### config.mk
export PLATFORM = sky130hd
export DESIGN_NAME = inflight_kernel_timeout_tracker_unit
export DESIGN_NICKNAME = d
export VERILOG_FILES = /design/src/rtl/ikt_pkg.sv /design/src/rtl/ikt_ram.sv /design/src/rtl/inflight_kernel_timeout_tracker_unit.sv
export SDC_FILE = /design/constraint.sdc
export NUM_CORES = 2
export LEC_CHECK = 0
export ABC_AREA = 0
export BUFFER_PORTS_ARGS = -buffer_cell sky130_fd_sc_hd__buf_2
export CAP_MARGIN = 5
export CELL_PAD_IN_SITES_DETAIL_PLACEMENT = 0
export CELL_PAD_IN_SITES_GLOBAL_PLACEMENT = 1
export CORE_ASPECT_RATIO = 1.2
export CORE_MARGIN = 5
export CORE_UTILIZATION = 40
export DETAILED_ROUTE_END_ITERATION = 8
export GPL_ROUTABILITY_DRIVEN = 0
export PLACE_DENSITY_LB_ADDON = 0.1
export SYNTH_ARGS = -nofsm -noshare
export SYNTH_HDL_FRONTEND = slang
export SYNTH_HIERARCHICAL = 1
export SYNTH_SLANG_ARGS = --single-unit
### constraint.sdc
create_clock -name clk -period 26.1 [get_ports clk]
set_clock_uncertainty 0.05 [all_clocks]
set_input_delay 0 -clock clk [delete_from_list [all_inputs] [get_ports clk]]
set_output_delay 0 -clock clk [all_outputs]
set_load 0.1 [all_outputs]
### src/rtl/ikt_pkg.sv
// Shared types and constants for the inflight kernel timeout tracker.
package ikt_pkg;

    localparam int unsigned MAX_SLOTS_DEF = 16;
    localparam int unsigned KERNEL_UNITS = 16;
    localparam logic [31:0] DEFAULT_TIMEOUT_RST = 32'd10000000;

    // request modes
    localparam logic MODE_INSERT = 1'b0;
    localparam logic MODE_POLL   = 1'b1;

    // slot flag bit positions
    localparam int unsigned FLAG_INF = 0;
    localparam int unsigned FLAG_HALT = 1;
    localparam int unsigned FLAG_SILENT = 2;

    typedef enum logic [2:0] {
        KIND_ACCEPTED  = 3'd0,
        KIND_FULL      = 3'd1,
        KIND_COMPLETED = 3'd2,
        KIND_TIMED_OUT = 3'd3,
        KIND_PASS_END  = 3'd4,
        KIND_HALTED    = 3'd5
    } kind_t;

    typedef enum logic [2:0] {
        ST_IDLE,
        ST_VISIT,
        ST_EXAM,
        ST_COPY,
        ST_HALT_MSG
    } state_t;

    typedef struct packed {
        logic [9:0]  node;
        logic [3:0]  unit;
        logic [7:0]  bucket;
        logic [31:0] mask;
        logic [31:0] remaining;
        logic [2:0]  flags;
    } slot_t;

    localparam int unsigned SLOT_W = $bits(slot_t);

endpackage

### src/rtl/ikt_ram.sv
// Generic single-write, single-read RAM with registered read data.
module ikt_ram
    import ikt_pkg::*;
#(
    parameter int unsigned WIDTH = SLOT_W,
    parameter int unsigned DEPTH = MAX_SLOTS_DEF,
    localparam int unsigned AW = (DEPTH > 1) ? $clog2(DEPTH) : 1
)
(
    input  logic             clk,
    input  logic             we,
    input  logic [AW-1:0]    waddr,
    input  logic [WIDTH-1:0] wdata,
    input  logic             re,
    input  logic [AW-1:0]    raddr,
    output logic [WIDTH-1:0] rdata
);

    logic [WIDTH-1:0] mem [DEPTH];
    logic [WIDTH-1:0] rdata_reg;

    always_ff @(posedge clk)
    begin
        if (we)
        begin
            mem[waddr] <= wdata;
        end
        if (re)
        begin
            rdata_reg <= mem[raddr];
        end
    end

    assign rdata = rdata_reg;

endmodule

### src/rtl/inflight_kernel_timeout_tracker_unit.sv
// Top level of the inflight kernel timeout tracker: slot table and pass sequencer.
//
// An item is taken when start is high and busy is low. Insert, full and halted
// replies appear in the next cycle as a single result. A poll pass walks the
// slot table through the one read port of the slot RAM: each slot is read and
// examined, and a kept slot has its decremented countdown written back; a
// retired slot that is not the last one has the last slot read and copied into
// its position, and a closing check ends the pass with a pass-end result. A
// halting timeout ends the pass early and is followed by the halted result.
// Every result is shown for exactly one cycle with strobe high; the receiver
// cannot stall, so results must be taken as they come. busy drops in the
// cycle the last result of the item is shown.
module inflight_kernel_timeout_tracker_unit
    import ikt_pkg::*;
#(
    parameter int unsigned MAX_SLOTS = MAX_SLOTS_DEF
)
(
    input  logic        clk,
    input  logic        rst_n,
    input  logic        start,
    output logic        busy,
    input  logic        cfg_we,
    input  logic [31:0] cfg_wdata,
    input  logic        mode,
    input  logic [9:0]  node_id,
    input  logic [3:0]  kernel_unit,
    input  logic [7:0]  barrier_bucket,
    input  logic [31:0] barrier_mask,
    input  logic [31:0] timeout_passes,
    input  logic        infinite,
    input  logic        halt_on_timeout,
    input  logic        silent,
    input  logic [15:0] done_vector,
    output logic        strobe,
    output logic [2:0]  kind,
    output logic [9:0]  node_out,
    output logic [7:0]  bucket_out,
    output logic [31:0] mask_out,
    output logic        raise_barrier,
    output logic        report,
    output logic        progress,
    output logic        last
);

    localparam int unsigned IDX_W = (MAX_SLOTS > 1) ? $clog2(MAX_SLOTS) : 1;
    localparam int unsigned CNT_W = $clog2(MAX_SLOTS + 1);

    state_t            state_reg, state_next;
    logic [CNT_W-1:0]  count_reg, count_next;
    logic [CNT_W-1:0]  idx_reg, idx_next;
    logic              halted_reg, halted_next;
    logic              prog_reg, prog_next;
    logic [15:0]       dvec_reg, dvec_next;
    logic [31:0]       dflt_reg, dflt_next;

    logic              strobe_reg, strobe_next;
    kind_t             kind_reg, kind_next;
    logic [9:0]        node_reg, node_next;
    logic [7:0]        bucket_reg, bucket_next;
    logic [31:0]       mask_reg, mask_next;
    logic              raise_reg, raise_next;
    logic              report_reg, report_next;
    logic              progress_reg, progress_next;
    logic              last_reg, last_next;

    logic              ram_we, ram_re;
    logic [IDX_W-1:0]  ram_waddr, ram_raddr;
    logic [SLOT_W-1:0] ram_rdata;
    slot_t             ram_wslot, cur;
    logic [CNT_W-1:0]  cnt_dec;
    logic [31:0]       rem_dec;
    logic              unit_done;

    ikt_ram #(
        .WIDTH (SLOT_W),
        .DEPTH (MAX_SLOTS)
    ) u_slots (
        .clk   (clk),
        .we    (ram_we),
        .waddr (ram_waddr),
        .wdata (ram_wslot),
        .re    (ram_re),
        .raddr (ram_raddr),
        .rdata (ram_rdata)
    );

    assign cur       = slot_t'(ram_rdata);
    assign cnt_dec   = count_reg - CNT_W'(1);
    // shared countdown unit
    assign rem_dec   = cur.remaining - 32'd1;
    assign unit_done = (32'(cur.unit) < KERNEL_UNITS) && dvec_reg[cur.unit];

    always_ff @(posedge clk or negedge rst_n)
    begin
        if (!rst_n)
        begin
            state_reg  <= ST_IDLE;
            count_reg  <= '0;
            idx_reg    <= '0;
            halted_reg <= 1'b0;
            prog_reg   <= 1'b0;
            dflt_reg   <= DEFAULT_TIMEOUT_RST;
            strobe_reg <= 1'b0;
        end
        else
        begin
            state_reg  <= state_next;
            count_reg  <= count_next;
            idx_reg    <= idx_next;
            halted_reg <= halted_next;
            prog_reg   <= prog_next;
            dflt_reg   <= dflt_next;
            strobe_reg <= strobe_next;
        end
    end

    always_ff @(posedge clk)
    begin
        dvec_reg     <= dvec_next;
        kind_reg     <= kind_next;
        node_reg     <= node_next;
        bucket_reg   <= bucket_next;
        mask_reg     <= mask_next;
        raise_reg    <= raise_next;
        report_reg   <= report_next;
        progress_reg <= progress_next;
        last_reg     <= last_next;
    end

    always_comb
    begin
        state_next    = state_reg;
        count_next    = count_reg;
        idx_next      = idx_reg;
        halted_next   = halted_reg;
        prog_next     = prog_reg;
        dvec_next     = dvec_reg;
        dflt_next     = cfg_we ? cfg_wdata : dflt_reg;
        strobe_next   = 1'b0;
        kind_next     = kind_reg;
        node_next     = node_reg;
        bucket_next   = bucket_reg;
        mask_next     = mask_reg;
        raise_next    = raise_reg;
        report_next   = report_reg;
        progress_next = progress_reg;
        last_next     = last_reg;
        ram_we        = 1'b0;
        ram_waddr     = idx_reg[IDX_W-1:0];
        ram_wslot     = cur;
        ram_re        = 1'b0;
        ram_raddr     = idx_reg[IDX_W-1:0];

        case (state_reg)
            ST_IDLE:
            begin
                if (start)
                begin
                    strobe_next   = 1'b1;
                    node_next     = node_id;
                    bucket_next   = '0;
                    mask_next     = '0;
                    raise_next    = 1'b0;
                    report_next   = 1'b0;
                    progress_next = 1'b0;
                    last_next     = 1'b1;
                    if (halted_reg)
                    begin
                        kind_next = KIND_HALTED;
                        node_next = '0;
                    end
                    else if (mode == MODE_INSERT)
                    begin
                        if (32'(count_reg) >= MAX_SLOTS)
                        begin
                            kind_next = KIND_FULL;
                        end
                        else
                        begin
                            kind_next           = KIND_ACCEPTED;
                            ram_we              = 1'b1;
                            ram_waddr           = count_reg[IDX_W-1:0];
                            ram_wslot.node      = node_id;
                            ram_wslot.unit      = kernel_unit;
                            ram_wslot.bucket    = barrier_bucket;
                            ram_wslot.mask      = barrier_mask;
                            ram_wslot.remaining = (timeout_passes == 32'd0) ? dflt_reg
                                                                             : timeout_passes;
                            ram_wslot.flags     = {silent, halt_on_timeout, infinite};
                            count_next          = count_reg + CNT_W'(1);
                        end
                    end
                    else
                    begin
                        strobe_next = 1'b0;
                        dvec_next   = done_vector;
                        idx_next    = '0;
                        prog_next   = 1'b0;
                        state_next  = ST_VISIT;
                    end
                end
            end

            ST_VISIT:
            begin
                if (idx_reg >= count_reg)
                begin
                    strobe_next   = 1'b1;
                    kind_next     = KIND_PASS_END;
                    node_next     = '0;
                    bucket_next   = '0;
                    mask_next     = '0;
                    raise_next    = 1'b0;
                    report_next   = 1'b0;
                    progress_next = prog_reg;
                    last_next     = 1'b1;
                    state_next    = ST_IDLE;
                end
                else
                begin
                    ram_re     = 1'b1;
                    state_next = ST_EXAM;
                end
            end

            ST_EXAM:
            begin
                node_next     = cur.node;
                bucket_next   = cur.bucket;
                mask_next     = cur.mask;
                progress_next = 1'b0;
                last_next     = 1'b0;
                if (unit_done || rem_dec == 32'd0)
                begin
                    strobe_next = 1'b1;
                    count_next  = cnt_dec;
                    if (unit_done)
                    begin
                        kind_next   = KIND_COMPLETED;
                        raise_next  = !cur.flags[FLAG_INF];
                        report_next = !cur.flags[FLAG_INF] && !cur.flags[FLAG_SILENT];
                    end
                    else
                    begin
                        kind_next   = KIND_TIMED_OUT;
                        raise_next  = !cur.flags[FLAG_HALT];
                        report_next = !cur.flags[FLAG_SILENT];
                    end
                    if (!unit_done && cur.flags[FLAG_HALT])
                    begin
                        // rest of the table is never looked at again
                        halted_next = 1'b1;
                        state_next  = ST_HALT_MSG;
                    end
                    else
                    begin
                        prog_next = 1'b1;
                        if (idx_reg < cnt_dec)
                        begin
                            // fetch the last slot to move into this position
                            ram_re     = 1'b1;
                            ram_raddr  = cnt_dec[IDX_W-1:0];
                            state_next = ST_COPY;
                        end
                        else
                        begin
                            state_next = ST_VISIT;
                        end
                    end
                end
                else
                begin
                    ram_we              = 1'b1;
                    ram_wslot.remaining = rem_dec;
                    idx_next            = idx_reg + CNT_W'(1);
                    state_next          = ST_VISIT;
                end
            end

            ST_COPY:
            begin
                ram_we     = 1'b1;
                state_next = ST_VISIT;
            end

            ST_HALT_MSG:
            begin
                strobe_next   = 1'b1;
                kind_next     = KIND_HALTED;
                node_next     = '0;
                bucket_next   = '0;
                mask_next     = '0;
                raise_next    = 1'b0;
                report_next   = 1'b0;
                progress_next = 1'b0;
                last_next     = 1'b1;
                state_next    = ST_IDLE;
            end

            default:
            begin
                state_next = ST_IDLE;
            end
        endcase
    end

    assign busy          = (state_reg != ST_IDLE);
    assign strobe        = strobe_reg;
    assign kind          = kind_reg;
    assign node_out      = node_reg;
    assign bucket_out    = bucket_reg;
    assign mask_out      = mask_reg;
    assign raise_barrier = raise_reg;
    assign report        = report_reg;
    assign progress      = progress_reg;
    assign last          = last_reg;

endmodule
Yosys cells after proc, flatten, opt, wreduce, memory -nomap -nowiden
Memory sizes are Yosys's and may differ from the RTL's. A register that Yosys moved wholly into a read port is not among the register bits.
Index checks and enable logic that the tools add are counted.
- memories kept: 1
- output and inout bits: 59
- bits in registers: 121
- input port bits: 142
- memory bits (writable): 1424
- word-level logic and storage cells: 160
- $lt $le $gt $ge: 4
- multiplexer cells: 95
- reduce and logical (&&, ||, !) cells: 25
- equal/unequal tests: 14
- add/subtract/negate cells: 4
- bitwise logic cells: 1
- memory list (name ; words ; width ; rd ports ; clocked after Yosys merged registers in ; write ports ; RTL line ; source):
    u_slots.mem ; 16 ; 89 ; 1 ; 1 ; 1 ; ikt_ram.sv:19 ; logic [WIDTH-1:0] mem [DEPTH];
- operators with widths (kind ; number):
    2-to-1 mux 89 bit ; 4
    2-to-1 mux 32 bit ; 4
    case mux 32 bit (4 select lines) ; 1
    logical NOT 32 bit ; 2
    case mux 32 bit (2 select lines) ; 1
    2-to-1 mux 54 bit ; 1
    2-to-1 mux 5 bit ; 9
    case mux 10 bit (4 select lines) ; 1
    2-to-1 mux 4 bit ; 9
    2-to-1 mux 1 bit ; 33
    2-to-1 mux 3 bit ; 11
    case mux 8 bit (4 select lines) ; 1
    subtractor 32 x 1 -> 32 bit, second input constant ; 1
    2-to-1 mux 10 bit ; 3
    case mux 3 bit (4 select lines) ; 2
    case mux 5 bit (2 select lines) ; 2
    inequality test 2 bit, second input constant ; 9
    2-to-1 mux 8 bit ; 2
    case mux 1 bit (4 select lines) ; 4
    AND reduction 3 bit ; 4
    AND reduction 6 bit ; 2
    adder 5 x 1 -> 5 bit, second input constant ; 2
    AND reduction 5 bit ; 2
    AND reduction 4 bit ; 2
    other kinds (22) ; 31

Longest topological paths before layout
- word-level depth: 8
- mapped depth: 18
- depth with buffers taken out: 13

Cells and area by module
Netlist, hierarchy kept.
- by module, submodules not included (module ; cells each ; times used ; area each (sq um)):
    ikt_ram ; 2282 ; 1 ; 55912.4
    inflight_kernel_timeout_tracker_unit ; 906 ; 1 ; 8002.7

Worst setup path after synthesis
Ideal clock, no wire load.
- path kind: register to register
- start: register u_slots.rdata_reg[3], in the netlist u_slots/rdata[3], read port of u_slots.mem
- end: memory u_slots/mem[0][0] (netlist name) (enable)
- required time: 25.405 ns
- stages on the path, launching flop included: 15
- data arrival time: 9.091 ns
- slack: 16.313 ns
- path through: edfxtp_1 > clkbuf_1 > inv_1 > ha_1 > nor2b_1 > nand4_1 > or4_1 > xor2_1 > nand4_2 > o21ai_1 > buf_2 > buf_2 > o21ai_0 > or3b_2 > nor3_1
- word-level cells in the longest chain between the ends: 7
- RTL lines (what ; RTL line ; source):
    from (decl) ; ikt_ram.sv:20 ; logic [WIDTH-1:0] rdata_reg;
    subtractor 32 x 1 -> 32 bit ; inflight_kernel_timeout_tracker_unit.sv:91 ; assign rem_dec = cur.remaining - 32'd1;
    logical NOT 32 bit ; inflight_kernel_timeout_tracker_unit.sv:234 ; if (unit_done || rem_dec == 32'd0)
    logical OR 1 bit ; inflight_kernel_timeout_tracker_unit.sv:234 ;
    2-to-1 mux 1 bit ; inflight_kernel_timeout_tracker_unit.sv:234 ;
    case mux 1 bit (3 select lines) ; inflight_kernel_timeout_tracker_unit.sv:155 ; case (state_reg)
    via ram_we ; inflight_kernel_timeout_tracker_unit.sv:67 ; logic ram_we, ram_re;
    2-to-1 mux 1 bit ; ikt_ram.sv:24 ; if (we)
    2-to-1 mux 1 bit (implied by the code) ; ikt_ram.sv:26 ; mem[waddr] <= wdata;
    to (decl) ; ikt_ram.sv:19 ;
The timed path passes the listed nets, and every way through them passes these cells.

Worst setup path after layout
- start: register u_slots.rdata_reg[6], in the netlist u_slots/rdata[6], read port of u_slots.mem
- end: register u_slots.rdata_reg[5], in the netlist u_slots/rdata[5], read port of u_slots.mem (data pin)
- word-level cells in the longest chain between the ends: 5
- elaborated cells between the ends (all ways): 7
- RTL lines (what ; RTL line ; source):
    subtractor 32 x 1 -> 32 bit ; inflight_kernel_timeout_tracker_unit.sv:91 ;
    logical NOT 32 bit ; inflight_kernel_timeout_tracker_unit.sv:234 ;
    logical OR 1 bit ; inflight_kernel_timeout_tracker_unit.sv:234 ;
    2-to-1 mux 4 bit ; inflight_kernel_timeout_tracker_unit.sv:234 ;
    2-to-1 mux 4 bit ; inflight_kernel_timeout_tracker_unit.sv:155 ;
    via ram_raddr[1] ; inflight_kernel_timeout_tracker_unit.sv:68 ; logic [IDX_W-1:0] ram_waddr, ram_raddr;
The timed path passes the listed nets, and every way through them passes these cells.
A chain may end at the register's enable or synchronous reset.

==> impl_metrics.tcl <==
set metrics [dict create \
    switching_power_uw 2980 \
    yosys_most_used_dff "edfxtp_1" \
    multi_input_area_mm2 0.0143 \
    numPlacedInstances 5382 \
    cellLeakagePower_uw 0.0241 \
    ant_nets 0 \
    syn_nets 3345 \
    clk_latency_ps 790 \
    synth_warnings 6 \
    vias 33441 \
    reg2reg_setup_slack_ps 18550 \
    dp_hpwl_um 88400 \
    p_sw_frac 0.335 \
    cp.arrival_ps 8000 \
    io_buffers 200 \
    grt_pass1_wl_um 252000 \
    required_ps 26550 \
    yosysSeqAreaShare 0.764 \
    ios 201 \
    core_area_mm2 0.159 \
    layout_setup_ws_ps 18550 \
    synth-seq-cells 1634 \
    synth_area_mm2 0.0639 \
    setup_viol 0 \
    pwr-share-clk 0.266 \
    start_util 0.403 \
    critical_path.startpoint "u_slots/rdata[6]" \
    final_util 0.473 \
    area_growth_pct 17.4 \
    grt_overflow 0 \
    fin_crit_ps 7550 \
    clock_path_buffers 3 \
    tightest_slew_ps 1270 \
    crit_fanout 153 \
    start_kind "flip-flop" \
    crit_path_cell_trace "or4_1, nor4_4, nand3_2, xnor2_1, or4_4, o21ai_2, and3_1, mux2i_4, buf_4, buf_12, buf_4, mux4_2, a22oi_1, nand2_1" \
    combPwrFrac 0.302 \
    cp_common_cell "buf_4" \
    row_count 160 \
    drv_cap 0 \
    cp.depth 14 \
    min_from "timeout_passes[29]" \
    fillers 13261 \
    track_usage 0.207 \
    p_int_uw 5900 \
    clkSlewWorstSetupHoldPaths_ps 60 \
    wl_per_cell_um 29.6 \
    grt_max_degree 154 \
    hold_path.class "input pin to flip-flop" \
    slowest_delay_ps 910 \
    fmax_mhz 132 \
    nets 3812 \
    syn_avg_cell_area_um2 20.0 \
    fin_crit_sh 0.289 \
    synthDistinctLibCells 74 \
    power_density_mw_per_mm2 118 \
    wl_um 174000 \
    worst_slew_margin_rel 0.150 \
    drtIter0Drc 2818 \
    status "complete, no violations" \
    cts.htree.levels 4 \
    grt_antenna_before_repair 5 \
    first_pass_iters 5 \
    cts_tree "yes" \
    synth_edf_count 1586 \
    stdcell_count 5900 \
    die_h_um 448 \
    cts_made_buffers 169 \
    grt_pass1_vias 35443 \
    ys_async_sr_fraction 0.0294 \
    worstHoldEndpoint "u_slots/mem[7][32]" \
    r2r_start "u_slots/rdata[6]" \
    regArea_mm2 0.0488 \
    r2r_cells 14 \
    worst-setup-path-type "flip-flop to flip-flop" \
    cts_setup_buffers 0 \
    whs_ps 47.3 \
    critPathCaptureType "flip-flop" \
    layout_common_cells "edfxtp_1 (1,586), mux4_2 (361), nand2_1 (293), dlygate4sd3_1 (206), buf_2 (200)" \
    final_layout_size_suffix_gt1_frac 0.258 \
    largest_register_ffs 1424 \
    slew_viol_final 0 \
    finalHoldViolations 0 \
    r2r-end "u_slots/rdata[5]" \
    viasPerCell 5.67 \
    seq_power_share 0.432 \
    postSynthCellCount 3188 \
    rsz0062_at_grt "false" \
    cts-root-buf "clkbuf_16" \
    crit_buf_inv 3 \
    critical-path-top-delay-family "simple AND/OR/NAND/NOR gates" \
    pre_cts_ws_ps 18420 \
    slowest_stage "buf_4" \
    final_common_cell "edfxtp_1" \
    drc 0 \
    dieArea_mm2 0.168 \
    holdPathStages 6 \
    setup-tns-final_ps 0 \
    die_width_um 375 \
    cts_sinks 1634 \
    ir_drop_uv 102 \
]
## worst reg2reg max path: cells and delay by family, from the launching register on
kind	cells	cell delay [ps]
AND/OR/NAND/NOR	6	2630
buffers and inverters	3	2540
multiplexers	2	730
AO/OA/AOI/OAI	2	640
flip-flops	1	540
XOR/XNOR	1	150
## power by group through the flow
| stage | Combinational [uW] | Clock (uW) | Sequential (uW) |
|---|---|---|---|
| 6_report | 2680 | 2360 | 3840 |
| 3_3_place_gp | 2630 | 0 | 3880 |
| 2_1_floorplan | 1580 | 0 | 4140 |
| 3_5_place_dp | 2690 | 0 | 3890 |
| 5_1_grt | 2900 | 2530 | 3860 |
| 4_1_cts | 2720 | 2430 | 3840 |
## per-stage QoR
step	instance area, um2	total power (uW)
CTS	75000	8990
finish	75100	8880
global placement	67500	6520
global route	75100	9290
floorplan	63900	5720
detailed placement	67500	6580
## layer usage
metal	track usage	vias to the layer above	wire length, um
li1	-	14132	-
met1	0.284	18057	74400
met2	0.353	1039	87700
met3	0.0302	213	9120
met4	0.0482	0	3170
met5	0	-	0
## Yosys cell counts (all sizes together), types with 32 or more instances
cell | number | area (um2)
o21ai | 46 | 234
edfxtp | 1586 | 47600
dfrtp | 40 | 1000
and3 | 45 | 282
nand2 | 294 | 1100
a21oi | 58 | 290
clkbuf | 102 | 384
a22oi | 178 | 1340
mux4 | 361 | 8130
nor2 | 57 | 214
mux2 | 32 | 360
buf | 84 | 553
## worst max-delay path by stage
stage	slack, ps	end
floorplan	16310	u_slots/mem[0][0]
global placement	18560	u_slots/rdata[5]
detailed placement	18420	u_slots/rdata[5]
CTS	18410	u_slots/rdata[5]
global route	17960	u_slots/rdata[22]
finish	18550	u_slots/rdata[5]
## what timing repair did
item,CTS,global route
hold buffers,205,1
endpoints found under the hold margin,1121,2
resized for setup,0,0
## cell type report
type	instances	share of cell area
flip-flops and latches	1634	0.651
multi-input cells	1341	0.190
clock buffers	206	0.0596
repair buffers	482	0.0502
well taps	2106	0.0351
clock inverters	103	0.0125
inverters	27	0.00135
diodes	1	0.0000333
## logic make-up after synthesis
| group | synth area share |
|---|---|
| flip-flops | 0.764 |
| AND/OR/NAND/NOR | 0.0391 |
| multiplexers | 0.133 |
| AO/OA/AOI/OAI | 0.0421 |
| buffers and inverters | 0.0162 |
| XOR/XNOR | 0.00206 |
| adder cells (fa/ha/maj) | 0.00294 |
Note: power is estimated with default switching activity, not from simulation.
